<file path="config.mk">
export PLATFORM = sky130hd
export DESIGN_NAME = websocket_frame_deframer_core_flat
export DESIGN_NICKNAME = d
export VERILOG_FILES = /design/src/sv/wsfd_pkg.sv /design/src/sv/wsfd_ifs.sv /design/src/sv/websocket_frame_deframer_core.sv /design/src/sv/wsfd_parser.sv /design/src/sv/wsfd_out_buf.sv /design/src/flat_wrapper.sv
export SDC_FILE = /design/constraint.sdc
export NUM_CORES = 1
export LEC_CHECK = 0
export BUFFER_PORTS_ARGS = -buffer_cell sky130_fd_sc_hd__buf_2
export CAP_MARGIN = 20
export CORE_MARGIN = 1.5
export CORE_UTILIZATION = 43
export DETAILED_ROUTE_END_ITERATION = 12
export MAX_ROUTING_LAYER = met4
export SLEW_MARGIN = 20
export SYNTH_ARGS = -nofsm -noshare
export SYNTH_HDL_FRONTEND = slang
export SYNTH_HIERARCHICAL = 1
export SYNTH_SLANG_ARGS = --single-unit
</file>
<file path="constraint.sdc">
create_clock -name i_clk -period 6.5 [get_ports i_clk]
set_clock_uncertainty 0.2 [all_clocks]
set_input_delay 0.65 -clock i_clk [delete_from_list [all_inputs] [get_ports i_clk]]
set_output_delay 0.65 -clock i_clk [all_outputs]
set_load 0.005 [all_outputs]
</file>
<file path="src/sv/wsfd_pkg.sv">
// package for the websocket frame deframer: types, constants and codes
package wsfd_pkg;

    localparam int LENGTH_BITS_DEF = 64;

    localparam logic [6:0] LEN_CODE_16 = 7'd126;
    localparam logic [6:0] LEN_CODE_64 = 7'd127;
    localparam logic [3:0] EXT16_BYTES = 4'd2;
    localparam logic [3:0] EXT64_BYTES = 4'd8;
    localparam logic [3:0] KEY_BYTES   = 4'd4;

    typedef enum logic [2:0] {
        PH_HDR0    = 3'd0,
        PH_HDR1    = 3'd1,
        PH_EXTLEN  = 3'd2,
        PH_KEY     = 3'd3,
        PH_PAYLOAD = 3'd4
    } t_phase;

    typedef struct packed {
        logic [7:0] payload_byte;
        logic       fin_flag;
        logic [2:0] reserved_bits;
        logic [3:0] frame_opcode;
        logic       was_masked;
        logic       empty_frame;
        logic       frame_last;
    } t_result;

    typedef struct packed {
        logic    valid;
        t_result res;
    } t_res_push;

endpackage

</file>
<file path="src/sv/wsfd_ifs.sv">
// stream interfaces for received bytes and parsed results
interface wsfd_in_if;
    logic       valid;
    logic       ready;
    logic [7:0] rx_byte;

    modport source (output valid, output rx_byte, input ready);
    modport sink   (input valid, input rx_byte, output ready);
endinterface

interface wsfd_out_if;
    logic       valid;
    logic       ready;
    logic [7:0] payload_byte;
    logic       fin_flag;
    logic [2:0] reserved_bits;
    logic [3:0] frame_opcode;
    logic       was_masked;
    logic       empty_frame;
    logic       frame_last;

    modport source (
        output valid, output payload_byte, output fin_flag, output reserved_bits,
        output frame_opcode, output was_masked, output empty_frame, output frame_last,
        input ready
    );
    modport sink (
        input valid, input payload_byte, input fin_flag, input reserved_bits,
        input frame_opcode, input was_masked, input empty_frame, input frame_last,
        output ready
    );
endinterface

</file>
<file path="src/sv/websocket_frame_deframer_core.sv">
// websocket frame deframer top level: parser feeding a two-entry output buffer
// results are registered in the main entry, or the skid entry while main waits
// throughput: one received byte per cycle, sustained while the result sink keeps up
// the buffer holds a second result while the first waits, then stalls the input
// reset: synchronous active low, parser returns to the first header byte, buffer empties
module websocket_frame_deframer_core #(
    parameter int LENGTH_BITS = wsfd_pkg::LENGTH_BITS_DEF
) (
    input  logic       i_clk,
    input  logic       i_rst_n,
    wsfd_in_if.sink    i_in,
    wsfd_out_if.source o_out
);
    import wsfd_pkg::*;

    t_res_push w_push;
    logic      w_buf_ready;
    logic      w_accept;

    assign i_in.ready = w_buf_ready;
    assign w_accept   = i_in.valid && w_buf_ready;

    wsfd_parser #(
        .LENGTH_BITS (LENGTH_BITS)
    ) u_parser (
        .i_clk     (i_clk),
        .i_rst_n   (i_rst_n),
        .i_accept  (w_accept),
        .i_rx_byte (i_in.rx_byte),
        .o_push    (w_push)
    );

    wsfd_out_buf u_out_buf (
        .i_clk   (i_clk),
        .i_rst_n (i_rst_n),
        .i_push  (w_push),
        .o_ready (w_buf_ready),
        .o_out   (o_out)
    );

endmodule

</file>
<file path="src/sv/wsfd_parser.sv">
// frame header parser, length and key capture, payload unmasking
module wsfd_parser #(
    parameter int LENGTH_BITS = wsfd_pkg::LENGTH_BITS_DEF
) (
    input  logic                i_clk,
    input  logic                i_rst_n,
    input  logic                i_accept,
    input  logic [7:0]          i_rx_byte,
    output wsfd_pkg::t_res_push o_push
);
    import wsfd_pkg::*;

    t_phase                 r_phase, n_phase;
    logic [7:0]             r_hdr0, n_hdr0;
    logic                   r_mask, n_mask;
    logic [3:0]             r_left, n_left;
    logic [LENGTH_BITS-1:0] r_len, n_len;
    logic [31:0]            r_key, n_key;
    logic [1:0]             r_pos, n_pos;

    logic [6:0]             w_len7;
    logic [LENGTH_BITS-1:0] w_ext_len;
    logic [7:0]             w_key_byte;

    assign w_len7    = i_rx_byte[6:0];
    assign w_ext_len = {r_len[LENGTH_BITS-9:0], i_rx_byte};

    always_comb begin
        unique case (r_pos)
            2'd0: w_key_byte = r_key[31:24];
            2'd1: w_key_byte = r_key[23:16];
            2'd2: w_key_byte = r_key[15:8];
            2'd3: w_key_byte = r_key[7:0];
        endcase
    end

    // next state
    always_comb begin
        n_phase = r_phase;
        n_hdr0  = r_hdr0;
        n_mask  = r_mask;
        n_left  = r_left;
        n_len   = r_len;
        n_key   = r_key;
        n_pos   = r_pos;
        if (i_accept) begin
            unique case (r_phase)
                PH_HDR1: begin
                    n_mask = i_rx_byte[7];
                    n_pos  = '0;
                    if (w_len7 == LEN_CODE_16) begin
                        n_phase = PH_EXTLEN;
                        n_left  = EXT16_BYTES;
                        n_len   = '0;
                    end else if (w_len7 == LEN_CODE_64) begin
                        n_phase = PH_EXTLEN;
                        n_left  = EXT64_BYTES;
                        n_len   = '0;
                    end else begin
                        n_len = LENGTH_BITS'(w_len7);
                        if (i_rx_byte[7]) begin
                            n_phase = PH_KEY;
                            n_left  = KEY_BYTES;
                        end else if (w_len7 == '0) begin
                            n_phase = PH_HDR0;
                        end else begin
                            n_phase = PH_PAYLOAD;
                        end
                    end
                end
                PH_EXTLEN: begin
                    n_len  = w_ext_len;
                    n_left = 4'(r_left - 4'd1);
                    n_pos  = '0;
                    if (r_left == 4'd1) begin
                        if (r_mask) begin
                            n_phase = PH_KEY;
                            n_left  = KEY_BYTES;
                        end else if (w_ext_len == '0) begin
                            n_phase = PH_HDR0;
                        end else begin
                            n_phase = PH_PAYLOAD;
                        end
                    end
                end
                PH_KEY: begin
                    n_key  = {r_key[23:0], i_rx_byte};
                    n_left = 4'(r_left - 4'd1);
                    n_pos  = '0;
                    if (r_left == 4'd1) begin
                        n_phase = (r_len == '0) ? PH_HDR0 : PH_PAYLOAD;
                    end
                end
                PH_PAYLOAD: begin
                    n_len = LENGTH_BITS'(r_len - 1'b1);
                    n_pos = 2'(r_pos + 2'd1);
                    if (r_len == LENGTH_BITS'(1)) begin
                        n_phase = PH_HDR0;
                    end
                end
                default: begin
                    n_hdr0  = i_rx_byte;
                    n_phase = PH_HDR1;
                end
            endcase
        end
    end

    // result outputs
    always_comb begin
        o_push.valid             = 1'b0;
        o_push.res.payload_byte  = '0;
        o_push.res.fin_flag      = r_hdr0[7];
        o_push.res.reserved_bits = r_hdr0[6:4];
        o_push.res.frame_opcode  = r_hdr0[3:0];
        o_push.res.was_masked    = r_mask;
        o_push.res.empty_frame   = 1'b1;
        o_push.res.frame_last    = 1'b1;
        if (i_accept) begin
            unique case (r_phase)
                PH_HDR1: begin
                    o_push.res.was_masked = i_rx_byte[7];
                    o_push.valid = !i_rx_byte[7] && (w_len7 == '0);
                end
                PH_EXTLEN: begin
                    o_push.valid = (r_left == 4'd1) && !r_mask && (w_ext_len == '0);
                end
                PH_KEY: begin
                    o_push.valid = (r_left == 4'd1) && (r_len == '0);
                end
                PH_PAYLOAD: begin
                    o_push.valid            = 1'b1;
                    o_push.res.empty_frame  = 1'b0;
                    o_push.res.frame_last   = (r_len == LENGTH_BITS'(1));
                    o_push.res.payload_byte = r_mask ? (i_rx_byte ^ w_key_byte) : i_rx_byte;
                end
                default: begin
                    o_push.valid = 1'b0;
                end
            endcase
        end
    end

    always_ff @(posedge i_clk) begin
        if (!i_rst_n) begin
            r_phase <= PH_HDR0;
            r_hdr0  <= '0;
            r_mask  <= 1'b0;
            r_left  <= '0;
            r_len   <= '0;
            r_key   <= '0;
            r_pos   <= '0;
        end else begin
            r_phase <= n_phase;
            r_hdr0  <= n_hdr0;
            r_mask  <= n_mask;
            r_left  <= n_left;
            r_len   <= n_len;
            r_key   <= n_key;
            r_pos   <= n_pos;
        end
    end

`ifndef SYNTH
    a_push_needs_accept: assert property (@(posedge i_clk) disable iff (!i_rst_n)
        o_push.valid |-> i_accept)
        else $error("result pushed without an accepted byte");
    a_empty_is_last: assert property (@(posedge i_clk) disable iff (!i_rst_n)
        (o_push.valid && o_push.res.empty_frame) |-> o_push.res.frame_last)
        else $error("empty frame result not marked last");
    a_payload_len_nonzero: assert property (@(posedge i_clk) disable iff (!i_rst_n)
        (r_phase == PH_PAYLOAD) |-> (r_len != '0))
        else $error("payload phase with no bytes left");
    a_last_returns_hdr: assert property (@(posedge i_clk) disable iff (!i_rst_n)
        (o_push.valid && o_push.res.frame_last) |=> (r_phase == PH_HDR0))
        else $error("frame ended without returning to header phase");
`endif

endmodule

</file>
<file path="src/sv/wsfd_out_buf.sv">
// two-entry output buffer that holds results while the sink stalls
module wsfd_out_buf (
    input  logic                i_clk,
    input  logic                i_rst_n,
    input  wsfd_pkg::t_res_push i_push,
    output logic                o_ready,
    wsfd_out_if.source          o_out
);
    import wsfd_pkg::*;

    logic    r_main_valid, r_skid_valid;
    t_result r_main, r_skid;
    logic    w_pop;

    assign w_pop   = r_main_valid && o_out.ready;
    assign o_ready = !r_skid_valid;

    always_ff @(posedge i_clk) begin
        if (!i_rst_n) begin
            r_main_valid <= 1'b0;
            r_skid_valid <= 1'b0;
        end else if (w_pop) begin
            if (r_skid_valid) begin
                r_main       <= r_skid;
                r_skid_valid <= 1'b0;
            end else begin
                r_main_valid <= i_push.valid;
                r_main       <= i_push.res;
            end
        end else if (i_push.valid) begin
            if (!r_main_valid) begin
                r_main_valid <= 1'b1;
                r_main       <= i_push.res;
            end else begin
                r_skid_valid <= 1'b1;
                r_skid       <= i_push.res;
            end
        end
    end

    assign o_out.valid         = r_main_valid;
    assign o_out.payload_byte  = r_main.payload_byte;
    assign o_out.fin_flag      = r_main.fin_flag;
    assign o_out.reserved_bits = r_main.reserved_bits;
    assign o_out.frame_opcode  = r_main.frame_opcode;
    assign o_out.was_masked    = r_main.was_masked;
    assign o_out.empty_frame   = r_main.empty_frame;
    assign o_out.frame_last    = r_main.frame_last;

`ifndef SYNTH
    a_skid_behind_main: assert property (@(posedge i_clk) disable iff (!i_rst_n)
        r_skid_valid |-> r_main_valid)
        else $error("skid entry held without a main entry");
    a_no_push_when_full: assert property (@(posedge i_clk) disable iff (!i_rst_n)
        r_skid_valid |-> !i_push.valid)
        else $error("result pushed into a full buffer");
    a_stall_fills_skid: assert property (@(posedge i_clk) disable iff (!i_rst_n)
        (i_push.valid && r_main_valid && !w_pop) |=> r_skid_valid)
        else $error("stalled result not captured in skid entry");
`endif

endmodule
</file>
<file path="src/flat_wrapper.sv">
// flat-port wrapper written by rule: the top's interface ports become plain ports
module websocket_frame_deframer_core_flat import wsfd_pkg::*;
#(
    parameter int LENGTH_BITS = wsfd_pkg::LENGTH_BITS_DEF
)
  (i_clk, i_rst_n, i_in_valid, i_in_rx_byte, i_in_ready, o_out_valid, o_out_payload_byte, o_out_fin_flag, o_out_reserved_bits, o_out_frame_opcode, o_out_was_masked, o_out_empty_frame, o_out_frame_last, o_out_ready);
  wsfd_in_if i_in_i ();
  wsfd_out_if o_out_i ();
  input  logic i_clk;
  input  logic i_rst_n;
  input wire logic [$bits(i_in_i.valid)-1:0] i_in_valid;
  input wire logic [$bits(i_in_i.rx_byte)-1:0] i_in_rx_byte;
  output wire logic [$bits(i_in_i.ready)-1:0] i_in_ready;
  output wire logic [$bits(o_out_i.valid)-1:0] o_out_valid;
  output wire logic [$bits(o_out_i.payload_byte)-1:0] o_out_payload_byte;
  output wire logic [$bits(o_out_i.fin_flag)-1:0] o_out_fin_flag;
  output wire logic [$bits(o_out_i.reserved_bits)-1:0] o_out_reserved_bits;
  output wire logic [$bits(o_out_i.frame_opcode)-1:0] o_out_frame_opcode;
  output wire logic [$bits(o_out_i.was_masked)-1:0] o_out_was_masked;
  output wire logic [$bits(o_out_i.empty_frame)-1:0] o_out_empty_frame;
  output wire logic [$bits(o_out_i.frame_last)-1:0] o_out_frame_last;
  input wire logic [$bits(o_out_i.ready)-1:0] o_out_ready;
  assign i_in_i.valid = i_in_valid;
  assign i_in_i.rx_byte = i_in_rx_byte;
  assign i_in_ready = i_in_i.ready;
  assign o_out_valid = o_out_i.valid;
  assign o_out_payload_byte = o_out_i.payload_byte;
  assign o_out_fin_flag = o_out_i.fin_flag;
  assign o_out_reserved_bits = o_out_i.reserved_bits;
  assign o_out_frame_opcode = o_out_i.frame_opcode;
  assign o_out_was_masked = o_out_i.was_masked;
  assign o_out_empty_frame = o_out_i.empty_frame;
  assign o_out_frame_last = o_out_i.frame_last;
  assign o_out_i.ready = o_out_ready;
  websocket_frame_deframer_core #(.LENGTH_BITS(LENGTH_BITS)) u_core (.i_clk(i_clk), .i_rst_n(i_rst_n), .i_in(i_in_i), .o_out(o_out_i));
endmodule
</file>
==> impl_metrics.ini, run 1 <==
[setup_path]
cp.required_ns = 6.36
crit_path_max_fanout = 19
setup.worst_path.end_class = flop
path_class = reg -> reg
arrival_ns = 3.78
crit_path_start_kind = flop

[place]
hpwl_um = 15400
dpl_cell_area_um2 = 8630
routabilityCongestion = 0.955
numPortBuffers = 32
pre_cts_slack_ns = 2.62

[clock_tree]
cts_hold_buf = 0
post-cts-setup-buffers = 0
cts.clk_slew.worst_paths_ns = 0.07
cts.path.max_buffers = 2
numCtsBuffers = 17
insertion_delay_ns = 0.44
cts_root_buf = clkbuf_16
cts_resized = 0
cts.sinks = 154
cts_max_level = 4
cts_tree = yes

[synthesis]
synth.distinct_cells = 80
ys_top_cells_by_area = dfxtp_1 28%, edfxtp_1 14%, nand2_1 6.6%
synth.top_cell.area_share = 0.280
avgSynthCellArea_um2 = 8.43
synth_edf_count = 38
ys_warn_count = 6
ys_ff_latch = 154
syn-instance-count = 985
synth_top_cell_by_area = dfxtp_1
yosysSeqAreaShare = 0.417
ys_async_sr_fraction = 0
synth_ff_type = dfxtp_1
syn_nets = 1005
synth_area_um2 = 8310

[sta]
period_needed_ns = 3.93
finalSetupViolCount = 0
tightest_slew_ns = 1.09
grt_setup_unrepaired = no
setup_tns_ns = 0
slew_headroom = 0.266
slew_viol_final = 0
hold_viol_final = 0
fmax_mhz = 255
setup_slack_ns = 2.57
finalCritPeriodShare = 0.604

[grt]
grt_pass1_wl_um = 38800
grt_pass1_vias = 7028
track_usage = 0.252
grt_max_degree = 61
antenna_found_initial = 0
grt_overflow = 0

[run]
maxCapViolCount = 0

[power]
p_per_area_nw_per_um2 = 245
p_sw_frac = 0.295
pwr-share-seq = 0.450
p_sw_uw = 665
p_leak_uw = 0.00334
peakVddDrop_v = 0.000187
pwr-share-comb = 0.138
p_int_uw = 1590
pwr-share-clk = 0.412

[floorplan]
pin_count = 33
initial_utilization = 0.441
die_x_um = 142
core_area_um2 = 18800
fp.dieH_um = 142
die-area_um2 = 20200
rows = 50

[routing]
drtIter0Drc = 785
routed_wl_um = 24000
viasPerCell = 6.16
ant_nets = 0
dr_total_vias = 7737
drc = 0
drtPass1Iterations = 6
wl_per_cell_um = 19.1

[outcome]
run_status = finished, final reports clean

[final_layout]
area_growth_pct = 10.5
drive_gt1_frac = 0.121
antenna_cells = 0
nets = 1004
fillers = 1852
design_area_um2 = 9180

[min_path]
hp-class = reg -> reg
-- registers in the layout, summed over array words and instances (netlist names), 2 cells and up --
register and cells:
u_core/u_parser/r_len 64, u_core/u_out_buf/r_skid 19, u_core/u_out_buf/o_out.frame_opcode 4, u_core/u_out_buf/o_out.reserved_bits 3, u_core/u_parser/r_pos 2, u_core/u_parser/r_key 32, u_core/u_parser/r_hdr0 8, u_core/u_parser/r_left 4
u_core/u_out_buf/o_out.payload_byte 8, u_core/u_parser/r_phase 3
-- metal layers --
metal	vias to the layer above	wire [um]	global-route usage
li1	3671	-	-
met2	351	10200	0.346
met3	38	1770	0.0498
met4	0	425	0.0819
met1	3677	11600	0.367
met5	-	0	-
-- layout by cell type, fill, tap and decap left out, types with 11 or more instances in the layout --
cell | synthesis | layout
a21oi_1 | 79 | 79
a22oi_1 | 22 | 22
a31oi_1 | 18 | 18
buf_2 | 5 | 33
buf_4 | 0 | 11
clkbuf_16 | 0 | 17
dfxtp_1 | 116 | 116
edfxtp_1 | 38 | 38
inv_1 | 20 | 19
mux2i_1 | 11 | 11
nand2_1 | 146 | 146
nand3_1 | 26 | 26
nand4_1 | 16 | 16
nor2_1 | 92 | 91
nor3_1 | 36 | 35
nor4_1 | 20 | 20
o21ai_0 | 65 | 65
o22ai_1 | 11 | 11
-- power groups by stage --
stage               sequential, uW  combinational, uW  clock, uW
global route                  1010                336        989
CTS                           1010                304        948
global placement              1030                304          0
floorplan                     1020                231          0
detailed placement            1030                303          0
finish                        1010                311        927
-- cell usage after synthesis (8+ instances only) --
cell type	number
a21oi_1	79
a222oi_1	9
a22o_1	9
a22oi_1	22
a31oi_1	18
a32oi_1	9
and2_1	10
and3_1	10
clkbuf_1	48
dfxtp_1	116
edfxtp_1	38
ha_1	8
inv_1	20
mux2_2	10
mux2_4	10
mux2i_1	11
nand2_1	146
nand3_1	26
nand4_1	16
nor2_1	92
nor3_1	36
nor4_1	20
o21ai_0	65
o22ai_1	11
or4_1	10
xor2_1	9
-- worst max-delay path, stage by stage, from the launching register on --
cell and delay (ns):
dfxtp_1 0.39, nor4_1 0.56, nand2_1 0.19, nor3_1 0.64, nand3_1 0.22, nor3_1 0.23
o21a_1 0.23, nand2b_1 0.10, a21boi_2 0.79
-- final cells by class --
type	instances	area (um^2)	share of cell area
Clock buffer	19	433	0.0472
Clock inverter	13	108	0.0117
Sequential cell	154	3460	0.377
Tap cell	260	325	0.0354
Multi-Input combinational cell	747	4530	0.493
Timing Repair Buffer	44	248	0.0270
Inverter	20	75.1	0.00818
-- metrics by stage --
stage / hold WS [ns] / power [uW] / instances / util
floorplan: 0.224 / 1250 / 985 / -
global placement: 0.246 / 1340 / 1224 / 0.458
detailed placement: 0.249 / 1340 / 1224 / 0.458
CTS: 0.258 / 2260 / 1256 / 0.487
global route: 0.272 / 2340 / 1257 / 0.487
finish: 0.256 / 2250 / 1257 / 0.487
-- cells by family (layout without fill, tap and decap cells) --
logic type | count (synthesis) | in the layout | share of synthesized area
buffers and inverters | 84 | 96 | 0.0416
adder cells (fa/ha/maj) | 8 | 8 | 0.0121
multiplexers | 31 | 31 | 0.0449
flip-flops | 154 | 154 | 0.417
XOR/XNOR | 11 | 11 | 0.0116
AND/OR/NAND/NOR | 416 | 416 | 0.254
AO/OA/AOI/OAI | 281 | 281 | 0.218
-- final timing paths --
kind	startpoint	to	slack, ns	depth (start not counted)
setup / recovery	u_core/u_parser/r_len[41]	u_core/u_out_buf/o_out.fin_flag	2.57	8
hold reg to reg	u_core/u_parser/r_key[26]	u_core/u_parser/r_key[26]	0.26	2
hold / removal	u_core/u_parser/r_key[26]	u_core/u_parser/r_key[26]	0.26	2
setup reg to reg	u_core/u_parser/r_len[41]	u_core/u_out_buf/o_out.fin_flag	2.57	8
Power figures use the tool's default switching activity.
==> run 2: changes to the inputs <==
clock period = 3.3 ns   (was 6.5 ns; I/O delays follow)
==> impl_metrics.ini, run 2 (synthesized netlist as in run 1, its figures left out) <==
[setup_path]
rrSetupSlack_ns = 0.22
slowest_delay_ns = 0.59
setup.worst_path.end_class = flop
crit_path_start_kind = flop
path_class = reg -> reg
slowest_stage = or4_1
cp.required_ns = 3.25
crit_path_max_fanout = 19
rr_worst_depth = 9
arrival_ns = 3.02
cp_top_family = simple AND/OR/NAND/NOR gates
cp_num_buf_inv = 1
r2r-end = u_core/u_out_buf/o_out.frame_opcode[1]
timing.rr.start = u_core/u_parser/r_len[57]
path_cells = or4_1 -> or3_1 -> nor3_2 -> a22oi_1 -> nor3_1 -> o21a_1 -> nand2b_1 -> a21boi_2 -> buf_12

[power]
p_per_area_nw_per_um2 = 487
peakVddDrop_v = 0.000396
p_leak_uw = 0.00353

[grt]
antenna_found_initial = 0
grt_max_degree = 68
grt_pass1_vias = 7297
grt_overflow = 0
grt_pass1_wl_um = 40000
track_usage = 0.260

[final_layout]
final_common_cell = nand2_1
nets = 1037
area_growth_pct = 14.6
drive_gt1_frac = 0.154
largest_reg_flops = 64
antenna_cells = 0
fin_util = 0.506
top_regs = u_core/u_parser/r_len (64), u_core/u_parser/r_key (32), u_core/u_out_buf/r_skid (19)
layout_common_cells = 146 x nand2_1, 116 x dfxtp_1, 91 x nor2_1
largest-register = u_core/u_parser/r_len

[floorplan]
die_x_um = 142
fp.dieH_um = 142
core_area_um2 = 18800
pin_count = 33
initial_utilization = 0.441
die-area_um2 = 20200
rows = 50

[sta]
slew_viol_final = 0
grt_setup_unrepaired = no
fmax_mhz = 325
slew_headroom = 0.290
period_needed_ns = 3.08
hold_viol_final = 0
finalCritPeriodShare = 0.933
setup_tns_ns = 0
tightest_slew_ns = 1.06
finalSetupViolCount = 0

[routing]
ant_nets = 0
drc = 0
routed_wl_um = 24600
drtPass1Iterations = 6
dr_total_vias = 7800
viasPerCell = 6.05
wl_per_cell_um = 19.1
drtIter0Drc = 861

[place]
numPortBuffers = 32
routabilityCongestion = 0.927
hpwl_um = 16200

[outcome]
run_status = finished, final reports clean

[clock_tree]
numCtsBuffers = 17
insertion_delay_ns = 0.43
cts.path.max_buffers = 2
cts_tree = yes
cts.sinks = 154
post-cts-setup-buffers = 0
cts_root_buf = clkbuf_16
cts_max_level = 4
cts.clk_slew.worst_paths_ns = 0.07

[min_path]
hp-class = in -> reg
hold_depth = 3
holdPathEnd = u_core/u_parser/r_key[3]
hold_start = i_in_rx_byte[3]

[run]
maxCapViolCount = 0
[run 2: cell types whose count changed in the layout (fill, tap and decap cells not counted), moves of 3 or more]
cell,delta
inv_6,-5
buf_4,+31
inv_8,+9
buf_12,+3
[run 2: worst max path at each step]
| stage | cells past startpoint | startpoint | to |
|---|---|---|---|
| 2_1_floorplan | 9 | u_core/u_parser/r_len[41] | u_core/u_out_buf/o_out.empty_frame |
| 3_3_place_gp | 9 | u_core/u_parser/r_len[57] | u_core/u_out_buf/o_out.reserved_bits[2] |
| 3_5_place_dp | 9 | u_core/u_parser/r_len[57] | u_core/u_out_buf/o_out.payload_byte[6] |
| 4_1_cts | 9 | u_core/u_parser/r_len[57] | u_core/u_out_buf/o_out.was_masked |
| 5_1_grt | 11 | u_core/u_parser/r_len[0] | u_core/u_out_buf/o_out.payload_byte[3] |
| 6_report | 9 | u_core/u_parser/r_len[57] | u_core/u_out_buf/o_out.frame_opcode[1] |
[run 2: stage by stage]
step           std cells  hold WS (ns)  setup WS (ns)  instance area [um^2]  power, uW
3_3_place_gp        1258         0.242          0.309                  8920       2690
4_1_cts             1290        0.0168          0.128                  9520       4650
2_1_floorplan        985         0.224         0.0784                  8310       2470
3_5_place_dp        1258         0.247          0.178                  8930       2690
6_report            1290        0.0380          0.221                  9520       4630
5_1_grt             1290        0.0433        0.00415                  9520       4810
[run 2: final cells by class]
class / instances / area [um^2]
Tap cell: 260 / 325
Timing Repair Buffer: 77 / 536
Sequential cell: 154 / 3460
Clock buffer: 17 / 425
Fill cell: 1779 / 9310
Clock inverter: 15 / 161
Inverter: 20 / 75.1
Multi-Input combinational cell: 747 / 4540
[run 2: timing repair]
item                                    in CTS  in global routing
endpoints found under the setup margin       0                 38
gates resized for setup                      0                  1
hold buffers                                 0                  0
[run 2: routing by layer]
metal  vias up  part of all wire  GRT usage
met1      3730              0.48      0.369
met3        42             0.066     0.0515
met5         -                 0          -
li1       3734                 -          -
met4         0             0.020     0.0814
met2       294              0.43      0.372
[run 2: worst reg2reg max path, delay by kind of cell, from the launching register on]
kind | cells | cell delay (ns)
flops | 1 | 0.36
compound gates | 3 | 0.55
simple gates | 5 | 1.51
buf+inv | 1 | 0.18
[run 2: power by group]
| part | total [uW] | internal (uW) | switching (uW) |
|---|---|---|---|
| clock | 1970 | 1020 | 946 |
| sequential | 1990 | 1950 | 38.0 |
| combinational | 676 | 237 | 439 |
